<file path="src/rtl/pts_pkg.sv">
// Shared definitions for the periodic timer slot table.
// Request and status codes, head control/event structs, saturation helper.
// No dependencies.
`default_nettype none

package pts_pkg;

	localparam logic [2:0] REQ_TICK    = 3'd0;
	localparam logic [2:0] REQ_INSERT  = 3'd1;
	localparam logic [2:0] REQ_REMOVE  = 3'd2;
	localparam logic [2:0] REQ_SETIVL  = 3'd3;
	localparam logic [2:0] REQ_SETSUSP = 3'd4;

	localparam logic [2:0] ST_OK       = 3'd0;
	localparam logic [2:0] ST_FIRED    = 3'd1;
	localparam logic [2:0] ST_NONE     = 3'd2;
	localparam logic [2:0] ST_NOTFOUND = 3'd3;
	localparam logic [2:0] ST_FULL     = 3'd4;
	localparam logic [2:0] ST_BADIVL   = 3'd5;

	typedef struct packed {
		logic [2:0]  req;
		logic        pass2;
		logic        apply;
		logic [15:0] delta;
		logic [30:0] ival;
		logic [31:0] reps;
		logic        susp;
	} head_ctrl_t;

	typedef struct packed {
		logic match;
		logic empty;
		logic fire;
		logic fin;
	} head_evt_t;

	// clamp a 34-bit two's complement value to the signed 32-bit range
	function automatic logic [31:0] sat34(input logic [33:0] v);
		logic [31:0] r;
		if (v[33] && (v[32:31] != 2'b11)) begin
			r = 32'h8000_0000;
		end else if (!v[33] && (v[32:31] != 2'b00)) begin
			r = 32'h7FFF_FFFF;
		end else begin
			r = v[31:0];
		end
		return r;
	endfunction

endpackage

`default_nettype wire

</file>
<file path="src/rtl/pts_cell.sv">
// One timer slot register of the rotating slot chain.
// Loads its neighbour's record when enabled. Uses no package items.
`default_nettype none

module pts_cell #(
	parameter int ID_BITS = 8
) (
	input  wire                 clk,
	input  wire                 arst_n,
	input  wire                 en,
	input  wire                 d_used,
	input  wire  [ID_BITS-1:0]  d_owner,
	input  wire  [31:0]         d_rem,
	input  wire  [30:0]         d_ival,
	input  wire  [31:0]         d_reps,
	input  wire                 d_susp,
	output logic                used,
	output logic [ID_BITS-1:0]  owner,
	output logic [31:0]         rem,
	output logic [30:0]         ival,
	output logic [31:0]         reps,
	output logic                susp
);

	logic               used_q;
	logic [ID_BITS-1:0] owner_q;
	logic [31:0]        rem_q;
	logic [30:0]        ival_q;
	logic [31:0]        reps_q;
	logic               susp_q;

	always_ff @(posedge clk or negedge arst_n) begin
		if (!arst_n) begin
			used_q  <= 1'b0;
			owner_q <= '0;
			rem_q   <= '0;
			ival_q  <= '0;
			reps_q  <= '0;
			susp_q  <= 1'b0;
		end else if (en) begin
			used_q  <= d_used;
			owner_q <= d_owner;
			rem_q   <= d_rem;
			ival_q  <= d_ival;
			reps_q  <= d_reps;
			susp_q  <= d_susp;
		end
	end

	assign used  = used_q;
	assign owner = owner_q;
	assign rem   = rem_q;
	assign ival  = ival_q;
	assign reps  = reps_q;
	assign susp  = susp_q;

endmodule

`default_nettype wire

</file>
<file path="src/rtl/pts_head.sv">
// Update unit at the head of the slot chain: applies the current request
// to the slot record passing by. Depends on pts_pkg.
`default_nettype none

module pts_head #(
	parameter int ID_BITS = 8
) (
	input  pts_pkg::head_ctrl_t ctrl,
	input  wire  [ID_BITS-1:0]  id,
	input  wire                 in_used,
	input  wire  [ID_BITS-1:0]  in_owner,
	input  wire  [31:0]         in_rem,
	input  wire  [30:0]         in_ival,
	input  wire  [31:0]         in_reps,
	input  wire                 in_susp,
	output logic                out_used,
	output logic [ID_BITS-1:0]  out_owner,
	output logic [31:0]         out_rem,
	output logic [30:0]         out_ival,
	output logic [31:0]         out_reps,
	output logic                out_susp,
	output pts_pkg::head_evt_t  evt
);

	import pts_pkg::*;

	logic [33:0] rem_x;
	logic [31:0] tick_rem;
	logic [31:0] ivl_rem;
	logic        tick_expired;
	logic        match;

	assign rem_x        = {{2{in_rem[31]}}, in_rem};
	assign tick_rem     = sat34(rem_x - {18'b0, ctrl.delta});
	assign ivl_rem      = sat34(rem_x + {3'b0, ctrl.ival} - {3'b0, in_ival});
	assign tick_expired = tick_rem[31] || (tick_rem == 32'd0);
	assign match        = in_used && (in_owner == id);

	always_comb begin
		out_used  = in_used;
		out_owner = in_owner;
		out_rem   = in_rem;
		out_ival  = in_ival;
		out_reps  = in_reps;
		out_susp  = in_susp;
		evt       = '0;
		evt.match = match;
		evt.empty = !in_used;
		unique case (ctrl.req)
			REQ_TICK: begin
				if (in_used) begin
					if (!tick_expired) begin
						out_rem = tick_rem;
					end else begin
						out_rem = {1'b0, in_ival};
						if (!in_susp) begin
							evt.fire = 1'b1;
							if (in_reps != 32'd0) begin
								out_reps = in_reps - 32'd1;
								if (in_reps == 32'd1) begin
									evt.fin   = 1'b1;
									out_used  = 1'b0;
									out_owner = '0;
									out_rem   = '0;
									out_ival  = '0;
									out_reps  = '0;
									out_susp  = 1'b0;
								end
							end
						end
					end
				end
			end
			REQ_INSERT: begin
				if (ctrl.pass2 && ctrl.apply) begin
					out_used  = 1'b1;
					out_owner = id;
					out_ival  = ctrl.ival;
					out_rem   = {1'b0, ctrl.ival};
					out_reps  = ctrl.reps;
					out_susp  = 1'b0;
				end
			end
			REQ_REMOVE: begin
				if (match) begin
					out_used  = 1'b0;
					out_owner = '0;
					out_rem   = '0;
					out_ival  = '0;
					out_reps  = '0;
					out_susp  = 1'b0;
				end
			end
			REQ_SETIVL: begin
				if (match && ctrl.apply) begin
					out_rem  = ivl_rem;
					out_ival = ctrl.ival;
				end
			end
			REQ_SETSUSP: begin
				if (match && ctrl.apply) begin
					out_susp = ctrl.susp;
				end
			end
			default: begin
			end
		endcase
	end

endmodule

`default_nettype wire

</file>
<file path="src/rtl/periodic_timer_slot_table.sv">
// Periodic timer slot table, top level: request sequencer, slot chain, result register.
// Depends on pts_pkg, pts_cell, pts_head.
//
// The SLOT_COUNT slots sit in a ring of cells that rotates one slot per cycle past a
// single update unit while no fired result is held up by a stalled output, so each
// accepted request that scans walks the table in slot order. A request is taken only
// while the sequencer is idle. Tick, remove, set interval and set suspend take a
// lap of the ring before the final result is offered; insert of a new id takes a
// search lap, then a write lap. Rejected intervals and unknown requests skip the laps
// and go straight to the final state. A final result waits in that state while the
// output is stalled. The next request is taken in the cycle after the final result is
// loaded. Results leave through a one-entry output register, so the next request can
// be taken while the last result still waits.
`default_nettype none

module periodic_timer_slot_table #(
	parameter int SLOT_COUNT = 16,
	parameter int ID_BITS    = 8
) (
	input  wire         clk,
	input  wire         arst_n,
	input  wire         s_tvalid,
	output logic        s_tready,
	// [2:0] req_type, [10:3] routine_id, [26:11] delta_ms, [58:27] interval_ms,
	// [90:59] repeat_count, [91] suspend, [95:92] zero
	input  wire  [95:0] s_tdata,
	output logic        m_tvalid,
	input  wire         m_tready,
	// [2:0] status, [6:3] slot, [14:7] owner_id, [15] finished
	output logic [15:0] m_tdata,
	output logic        m_tlast
);

	import pts_pkg::*;

	localparam int IDX_W = (SLOT_COUNT > 1) ? $clog2(SLOT_COUNT) : 1;
	localparam logic [IDX_W-1:0] LAST_POS = IDX_W'(SLOT_COUNT - 1);

	localparam logic [1:0] S_IDLE  = 2'd0;
	localparam logic [1:0] S_SCAN  = 2'd1;
	localparam logic [1:0] S_WRITE = 2'd2;
	localparam logic [1:0] S_FIN   = 2'd3;

	logic [1:0]         state_q;
	logic [2:0]         req_q;
	logic [ID_BITS-1:0] id_q;
	logic [15:0]        delta_q;
	logic [30:0]        ival_q;
	logic [31:0]        reps_q;
	logic               susp_q;
	logic [IDX_W-1:0]   pos_q;
	logic               found_q;
	logic [IDX_W-1:0]   first_q;
	logic               free_found_q;
	logic [IDX_W-1:0]   free_q;
	logic               pend_valid_q;
	logic [3:0]         pend_slot_q;
	logic [7:0]         pend_owner_q;
	logic               pend_fin_q;
	logic [2:0]         res_status_q;
	logic [3:0]         res_slot_q;
	logic [7:0]         res_owner_q;
	logic               res_fin_q;
	logic               out_valid_q;
	logic [2:0]         out_status_q;
	logic [3:0]         out_slot_q;
	logic [7:0]         out_owner_q;
	logic               out_fin_q;
	logic               out_last_q;

	logic               c_used  [SLOT_COUNT];
	logic [ID_BITS-1:0] c_owner [SLOT_COUNT];
	logic [31:0]        c_rem   [SLOT_COUNT];
	logic [30:0]        c_ival  [SLOT_COUNT];
	logic [31:0]        c_reps  [SLOT_COUNT];
	logic               c_susp  [SLOT_COUNT];

	logic               h_used;
	logic [ID_BITS-1:0] h_owner;
	logic [31:0]        h_rem;
	logic [30:0]        h_ival;
	logic [31:0]        h_reps;
	logic               h_susp;

	head_ctrl_t         ctrl;
	head_evt_t          evt;
	logic               out_busy;
	logic               step;
	logic               pass_end;
	logic [IDX_W-1:0]   pos_next;
	logic               found_now;
	logic [IDX_W-1:0]   first_now;
	logic               free_now;
	logic [IDX_W-1:0]   free_idx_now;
	logic [2:0]         in_req;
	logic [7:0]         in_id;

	assign in_req = s_tdata[2:0];
	assign in_id  = s_tdata[10:3];

	assign s_tready = (state_q == S_IDLE);
	assign m_tvalid = out_valid_q;
	assign m_tdata  = {out_fin_q, out_owner_q, out_slot_q, out_status_q};
	assign m_tlast  = out_last_q;

	assign out_busy = out_valid_q && !m_tready;
	assign step     = ((state_q == S_SCAN) && !(evt.fire && pend_valid_q && out_busy))
	                  || (state_q == S_WRITE);
	assign pass_end = (pos_q == LAST_POS);
	assign pos_next = pass_end ? '0 : pos_q + 1'b1;

	assign found_now    = found_q || evt.match;
	assign first_now    = found_q ? first_q : pos_q;
	assign free_now     = free_found_q || evt.empty;
	assign free_idx_now = free_found_q ? free_q : pos_q;

	always_comb begin
		ctrl       = '0;
		ctrl.req   = req_q;
		ctrl.pass2 = (state_q == S_WRITE);
		ctrl.apply = (state_q == S_WRITE) ? (pos_q == free_q) : !found_q;
		ctrl.delta = delta_q;
		ctrl.ival  = ival_q;
		ctrl.reps  = reps_q;
		ctrl.susp  = susp_q;
	end

	pts_head #(
		.ID_BITS (ID_BITS)
	) u_head (
		.ctrl      (ctrl),
		.id        (id_q),
		.in_used   (c_used[0]),
		.in_owner  (c_owner[0]),
		.in_rem    (c_rem[0]),
		.in_ival   (c_ival[0]),
		.in_reps   (c_reps[0]),
		.in_susp   (c_susp[0]),
		.out_used  (h_used),
		.out_owner (h_owner),
		.out_rem   (h_rem),
		.out_ival  (h_ival),
		.out_reps  (h_reps),
		.out_susp  (h_susp),
		.evt       (evt)
	);

	// cell i takes cell i+1; the last cell takes the updated head record
	for (genvar i = 0; i < SLOT_COUNT; i++) begin : g_cell
		if (i == SLOT_COUNT - 1) begin : g_tail
			pts_cell #(
				.ID_BITS (ID_BITS)
			) u_cell (
				.clk     (clk),
				.arst_n  (arst_n),
				.en      (step),
				.d_used  (h_used),
				.d_owner (h_owner),
				.d_rem   (h_rem),
				.d_ival  (h_ival),
				.d_reps  (h_reps),
				.d_susp  (h_susp),
				.used    (c_used[i]),
				.owner   (c_owner[i]),
				.rem     (c_rem[i]),
				.ival    (c_ival[i]),
				.reps    (c_reps[i]),
				.susp    (c_susp[i])
			);
		end else begin : g_mid
			pts_cell #(
				.ID_BITS (ID_BITS)
			) u_cell (
				.clk     (clk),
				.arst_n  (arst_n),
				.en      (step),
				.d_used  (c_used[i+1]),
				.d_owner (c_owner[i+1]),
				.d_rem   (c_rem[i+1]),
				.d_ival  (c_ival[i+1]),
				.d_reps  (c_reps[i+1]),
				.d_susp  (c_susp[i+1]),
				.used    (c_used[i]),
				.owner   (c_owner[i]),
				.rem     (c_rem[i]),
				.ival    (c_ival[i]),
				.reps    (c_reps[i]),
				.susp    (c_susp[i])
			);
		end
	end

	always_ff @(posedge clk or negedge arst_n) begin
		if (!arst_n) begin
			state_q      <= S_IDLE;
			req_q        <= REQ_TICK;
			id_q         <= '0;
			delta_q      <= '0;
			ival_q       <= '0;
			reps_q       <= '0;
			susp_q       <= 1'b0;
			pos_q        <= '0;
			found_q      <= 1'b0;
			first_q      <= '0;
			free_found_q <= 1'b0;
			free_q       <= '0;
			pend_valid_q <= 1'b0;
			pend_slot_q  <= '0;
			pend_owner_q <= '0;
			pend_fin_q   <= 1'b0;
			res_status_q <= ST_OK;
			res_slot_q   <= '0;
			res_owner_q  <= '0;
			res_fin_q    <= 1'b0;
			out_valid_q  <= 1'b0;
			out_status_q <= ST_OK;
			out_slot_q   <= '0;
			out_owner_q  <= '0;
			out_fin_q    <= 1'b0;
			out_last_q   <= 1'b0;
		end else begin
			if (out_valid_q && m_tready) begin
				out_valid_q <= 1'b0;
			end
			unique case (state_q)
				S_IDLE: begin
					if (s_tvalid) begin
						req_q        <= in_req;
						id_q         <= ID_BITS'(in_id);
						delta_q      <= s_tdata[26:11];
						ival_q       <= s_tdata[57:27];
						reps_q       <= s_tdata[90:59];
						susp_q       <= s_tdata[91];
						pos_q        <= '0;
						found_q      <= 1'b0;
						free_found_q <= 1'b0;
						pend_valid_q <= 1'b0;
						res_fin_q    <= 1'b0;
						res_slot_q   <= '0;
						if (((in_req == REQ_INSERT) || (in_req == REQ_SETIVL)) && s_tdata[58]) begin
							res_status_q <= ST_BADIVL;
							res_owner_q  <= 8'(ID_BITS'(in_id));
							state_q      <= S_FIN;
						end else if ((in_req != REQ_TICK) && (in_req != REQ_INSERT)
						             && (in_req != REQ_REMOVE) && (in_req != REQ_SETIVL)
						             && (in_req != REQ_SETSUSP)) begin
							res_status_q <= ST_OK;
							res_owner_q  <= '0;
							state_q      <= S_FIN;
						end else begin
							state_q <= S_SCAN;
						end
					end
				end
				S_SCAN: begin
					if (step) begin
						pos_q <= pos_next;
						if (evt.fire) begin
							if (pend_valid_q) begin
								out_valid_q  <= 1'b1;
								out_status_q <= ST_FIRED;
								out_slot_q   <= pend_slot_q;
								out_owner_q  <= pend_owner_q;
								out_fin_q    <= pend_fin_q;
								out_last_q   <= 1'b0;
							end
							pend_valid_q <= 1'b1;
							pend_slot_q  <= 4'(pos_q);
							pend_owner_q <= 8'(c_owner[0]);
							pend_fin_q   <= evt.fin;
						end
						if (evt.match && !found_q) begin
							found_q <= 1'b1;
							first_q <= pos_q;
						end
						if (evt.empty && !free_found_q) begin
							free_found_q <= 1'b1;
							free_q       <= pos_q;
						end
						if (pass_end) begin
							state_q     <= S_FIN;
							res_fin_q   <= 1'b0;
							res_owner_q <= 8'(id_q);
							res_slot_q  <= '0;
							if (req_q == REQ_TICK) begin
								pend_valid_q <= 1'b0;
								if (evt.fire) begin
									res_status_q <= ST_FIRED;
									res_slot_q   <= 4'(pos_q);
									res_owner_q  <= 8'(c_owner[0]);
									res_fin_q    <= evt.fin;
								end else if (pend_valid_q) begin
									res_status_q <= ST_FIRED;
									res_slot_q   <= pend_slot_q;
									res_owner_q  <= pend_owner_q;
									res_fin_q    <= pend_fin_q;
								end else begin
									res_status_q <= ST_NONE;
									res_owner_q  <= '0;
								end
							end else if (found_now) begin
								res_status_q <= ST_OK;
								res_slot_q   <= 4'(first_now);
							end else if (req_q != REQ_INSERT) begin
								res_status_q <= ST_NOTFOUND;
							end else if (free_now) begin
								res_status_q <= ST_OK;
								res_slot_q   <= 4'(free_idx_now);
								free_q       <= free_idx_now;
								free_found_q <= 1'b1;
								state_q      <= S_WRITE;
							end else begin
								res_status_q <= ST_FULL;
							end
						end
					end
				end
				S_WRITE: begin
					pos_q <= pos_next;
					if (pass_end) begin
						state_q <= S_FIN;
					end
				end
				S_FIN: begin
					if (!out_busy) begin
						out_valid_q  <= 1'b1;
						out_status_q <= res_status_q;
						out_slot_q   <= res_slot_q;
						out_owner_q  <= res_owner_q;
						out_fin_q    <= res_fin_q;
						out_last_q   <= 1'b1;
						state_q      <= S_IDLE;
					end
				end
				default: begin
					state_q <= S_IDLE;
				end
			endcase
		end
	end

	a_idle_no_pending: assert property (@(posedge clk) disable iff (!arst_n)
		(state_q == S_IDLE) |-> !pend_valid_q)
		else $error("fired result pending while idle");

	a_ring_aligned: assert property (@(posedge clk) disable iff (!arst_n)
		((state_q == S_IDLE) || (state_q == S_FIN)) |-> (pos_q == '0))
		else $error("slot ring not aligned outside a lap");

	a_write_has_target: assert property (@(posedge clk) disable iff (!arst_n)
		(state_q == S_WRITE) |-> (free_found_q && !found_q && (req_q == REQ_INSERT)))
		else $error("write lap without a free target");

	a_no_push_on_stall: assert property (@(posedge clk) disable iff (!arst_n)
		(step && evt.fire && pend_valid_q) |-> !out_busy)
		else $error("fired result pushed into a stalled output");

endmodule

`default_nettype wire
</file>
<file path="config.mk">
export PLATFORM = sky130hd
export DESIGN_NAME = periodic_timer_slot_table
export DESIGN_NICKNAME = d
export VERILOG_FILES = /design/src/rtl/pts_pkg.sv /design/src/rtl/pts_cell.sv /design/src/rtl/pts_head.sv /design/src/rtl/periodic_timer_slot_table.sv
export SDC_FILE = /design/constraint.sdc
export NUM_CORES = 2
export LEC_CHECK = 0
export BUFFER_PORTS_ARGS = -buffer_cell sky130_fd_sc_hd__buf_2
export CAP_MARGIN = 15
export CORE_ASPECT_RATIO = 0.75
export CORE_MARGIN = 2
export CORE_UTILIZATION = 50
export CTS_BUF_LIST = sky130_fd_sc_hd__clkbuf_4
export CTS_CLUSTER_DIAMETER = 100
export DETAILED_ROUTE_END_ITERATION = 8
export GPL_TIMING_DRIVEN = 1
export PLACE_DENSITY = 0.66
export SLEW_MARGIN = 15
export SYNTH_ARGS = -nofsm -noshare
export SYNTH_HDL_FRONTEND = slang
export SYNTH_SLANG_ARGS = --single-unit
export TNS_END_PERCENT = 5
</file>
<file path="constraint.sdc">
create_clock -name clk -period 7.2 [get_ports clk]
set_input_delay 1.44 -clock clk [delete_from_list [all_inputs] [get_ports clk]]
set_output_delay 1.44 -clock clk [all_outputs]
set_load 0.02 [all_outputs]
</file>
==> impl_results.md <==
* CTS tree: yes
* Layout area overhead at 10.2%
* CTS clock-pin slew for the worst setup and hold paths at 70 ps
* Post-route cell area at 0.0857 mm2
* WL/cell at 16.4 um
* Net Sw Frac at 0.444
* Worst Path Arrival at 7590 ps
* Count leader, synth: nand2_1
* Final Critical Period at 6450 ps
* Clk buf depth at 4
* Clk_lat worst skew at 1400 ps
* Worst setup endpoint: g_cell[15].g_tail.u_cell.rem[2]
* Origin of the worst setup path: g_cell[0].g_mid.u_cell.rem[1]
* Clock Sinks at 1835
* Via count at 58400
* Vias in the first global route at 56800
* Combinational share of power at 0.442
* Gr ovfl total at 0
* Die span in y at 346 um
* Die W at 459 um
* Total CTS buffers at 448
* Post-cts sizing count at 0
* Post-synth top cells: nand2_1, dfrtp_1, nor2_1, buf_2, clkbuf_1
* Required time of the critical path at 8330 ps
* CP Class: reg2reg
* PD cells at 514 mW/mm2
* Total track usage at 0.237
* Layout cell share with drive strength beyond 1 at 0.116
* Worst reg2reg setup slack at 750 ps
* Max rail drop VDD at 0.532 mV
* H-tree Lvls at 5
* Yosys cell types at 81
* RSZ-0062 raised after global routing: no
* Final hold vios at 0
* Sequential cell area fraction in the yosys report at 0.590
* Async SR Flop Fraction at 1.00
* P_leak at 0.0467 uW
* Antenna Nets Post-Route at 0
* Synthesis Warnings at 0
* Die area at 0.159 mm2
* Synth Register Bits at 1835
* DRC viols at 0
* Final Max Slew Viols at 0
* Int Pwr at 24500 uW
* Fill cell count at 14200
* Starting Density at 0.503
* Post-synthesis cell area at 0.0778 mm2
* FF-to-FF End: g_cell[15].g_tail.u_cell.rem[2]
* # nets final at 9198
* Startpoint types: register
* Post-synth top area share at 0.590
* Router iterations before antenna repair at 6
* Syn Inst Count at 8763
* Worst rel slew slack at 0.263
* Worst-Margin Slew at 1100 ps
* Predominant post-synthesis flop cell: dfrtp_1
* First-pass GRT wire length at 306 mm
* GPL Wtd Cong at 0.909
* Post-synth EDFFs at 0
* Port-buffer cells at 114
* Ports at 119
* Max-cap viol count at 0
* Routed wire length at 186 mm
* Achievable frequency at 155 MHz
* Worst R2R Start: g_cell[0].g_mid.u_cell.rem[1]
* Sequential Power Share at 0.371
* Worst-path fanout max at 21
* Status: finished clean
* Final setup fails at 0
* Period utilization at 0.897
* Via-to-Cell Ratio at 5.14
* Core ar. at 0.155 mm2
* Worst Skew at 149 ps
* Starting DRT DRC Count at 4997
* Sw Pwr at 19500 uW
* Ranking of synthesized cells by area: dfrtp_1, nand2_1, mux2_2, ha_1, buf_2
* Clock power frac at 0.187
* TNS Setup at 0 ps
* Num rows at 125
* Root Driver: clkbuf_4
* Initial antenna violation count at 6
* Top cell type by total area after synthesis: dfrtp_1
* Element type at the critical path end: register
* Average cell area after synthesis at 8.88 um2
* Worst hold path class: in2reg
* Placed Area at 0.0804 mm2
* Reg2Reg Depth at 25
* Largest net degree at the start of global routing at 201
* Mapped Nets at 8951
* Dpl hpwl at 117 mm
==> area by class of cell <==
class / instances / area, um2 / area share
tap: 2032 / 2540 / 0.0297
inverter: 99 / 372 / 0.00434
multi-input combinational: 6346 / 29100 / 0.339
clock inverter: 113 / 544 / 0.00635
timing repair buffer: 280 / 2480 / 0.0290
antenna: 10 / 25.0 / 0.000292
clock buffer: 633 / 4750 / 0.0554
sequential: 1835 / 45900 / 0.536
==> power groups by stage <==
stage	Clock (uW)	Combinational [uW]	Sequential, uW
CTS	8500	19500	16300
global placement	0	19100	16400
detailed placement	0	19400	16500
finish	8230	19500	16300
floorplan	0	14400	15500
global route	9050	21800	16800
==> critical path, cell delays in order, from the launching register on <==
cell	delay, ps
dfrtp_1	430
ha_1	330
a211oi_1	460
o211ai_1	190
a221o_1	360
a21oi_1	350
o21ai_0	230
nor4_1	210
nor3_1	140
a31o_2	260
a21oi_1	290
o21bai_1	110
a21oi_1	210
xnor2_1	90
ha_1	340
and3_1	210
and3_1	170
o211ai_1	140
a21oi_1	250
nand3_1	110
a21oi_1	180
a221o_2	580
buf_4	270
a21oi_1	70
nor3b_1	220
o21ai_0	100
==> worst min path at each step <==
stage | slack (ps) | start | end | depth (start not counted)
2_1_floorplan | 430 | g_cell[15].g_tail.u_cell.rem[14] | g_cell[14].g_mid.u_cell.rem[14] | 2
3_3_place_gp | 450 | g_cell[9].g_mid.u_cell.owner[2] | g_cell[8].g_mid.u_cell.owner[2] | 2
3_5_place_dp | 450 | g_cell[4].g_mid.u_cell.rem[3] | g_cell[3].g_mid.u_cell.rem[3] | 2
4_1_cts | 130 | s_tdata[19] | delta_q[8] | 3
5_1_grt | 220 | s_tdata[40] | ival_q[13] | 2
6_report | 310 | s_tdata[19] | delta_q[8] | 3
==> sequential cells by signal, indices dropped and copies added (netlist names), 15 cells and up <==
signal                     flops
ival_q                        31
g_cell.g_tail.u_cell.reps     32
g_cell.g_tail.u_cell.ival     31
g_cell.g_tail.u_cell.rem      32
g_cell.g_mid.u_cell.used      15
delta_q                       16
g_cell.g_mid.u_cell.ival     465
g_cell.g_mid.u_cell.reps     480
g_cell.g_mid.u_cell.rem      480
reps_q                        32
g_cell.g_mid.u_cell.susp      15
g_cell.g_mid.u_cell.owner    120
==> per-stage QoR <==
step / hold WS [ps] / total power (uW) / setup WS, ps / util / cells
6_report: 314 / 44000 / 745 / 0.554 / 11300
5_1_grt: 221 / 47700 / 206 / 0.554 / 11300
4_1_cts: 132 / 44300 / 738 / 0.554 / 11300
3_5_place_dp: 448 / 35800 / 720 / 0.520 / 10600
3_3_place_gp: 446 / 35500 / 707 / 0.520 / 10600
2_1_floorplan: 435 / 30000 / 2230 / - / 8763
==> repair_timing <==
action / CTS / global route
hold buffers: 1 / 0
setup buffers: 0 / 0
hold endpoints to repair: 15 / 0
==> cell families (layout without fill, tap and decap cells) <==
family,Yosys count,after routing,synth area share
other,0,10,0
xor gates and xnor gates,81,81,0.00912
and+or+nand+nor,5282,5282,0.263
adders and majority gates,88,88,0.0144
AOI/OAI and AO/OA,741,741,0.0646
muxes,154,154,0.0219
DFF,1835,1835,0.590
buffers and inverters,582,1125,0.0366
==> per-layer routing <==
| layer | vias to the layer above | GRT usage | wire, um |
|---|---|---|---|
| met5 | - | 0 | 0 |
| met4 | 0 | 0.0869 | 4780 |
| met3 | 307 | 0.0364 | 8330 |
| met2 | 1258 | 0.351 | 82700 |
| met1 | 28200 | 0.354 | 89800 |
| li1 | 28600 | - | - |
==> layout by cell type (no fill, tap or decap), drive strengths merged, types with 13 or more instances in the layout <==
cell and n:
a211oi 22, a21o 54, a21oi 163, a221o 36, a221oi 65, a22o 25
a31oi 34, and3 14, buf 279, clkbuf 633, clkinv 105, dfrtp 1835
ha 85, inv 102, mux2 130, mux2i 24, nand2 4811, nand2b 19
nand3 40, nand4 20, nor2 216, nor2b 13, nor3 43, nor4 22
o211ai 28, o21a 17, o21ai 165, o21bai 14, o22ai 18, o31ai 18
or3 26, or4 16, xnor2 60, xor2 21
No activity file was read; power rests on OpenSTA's default activity.
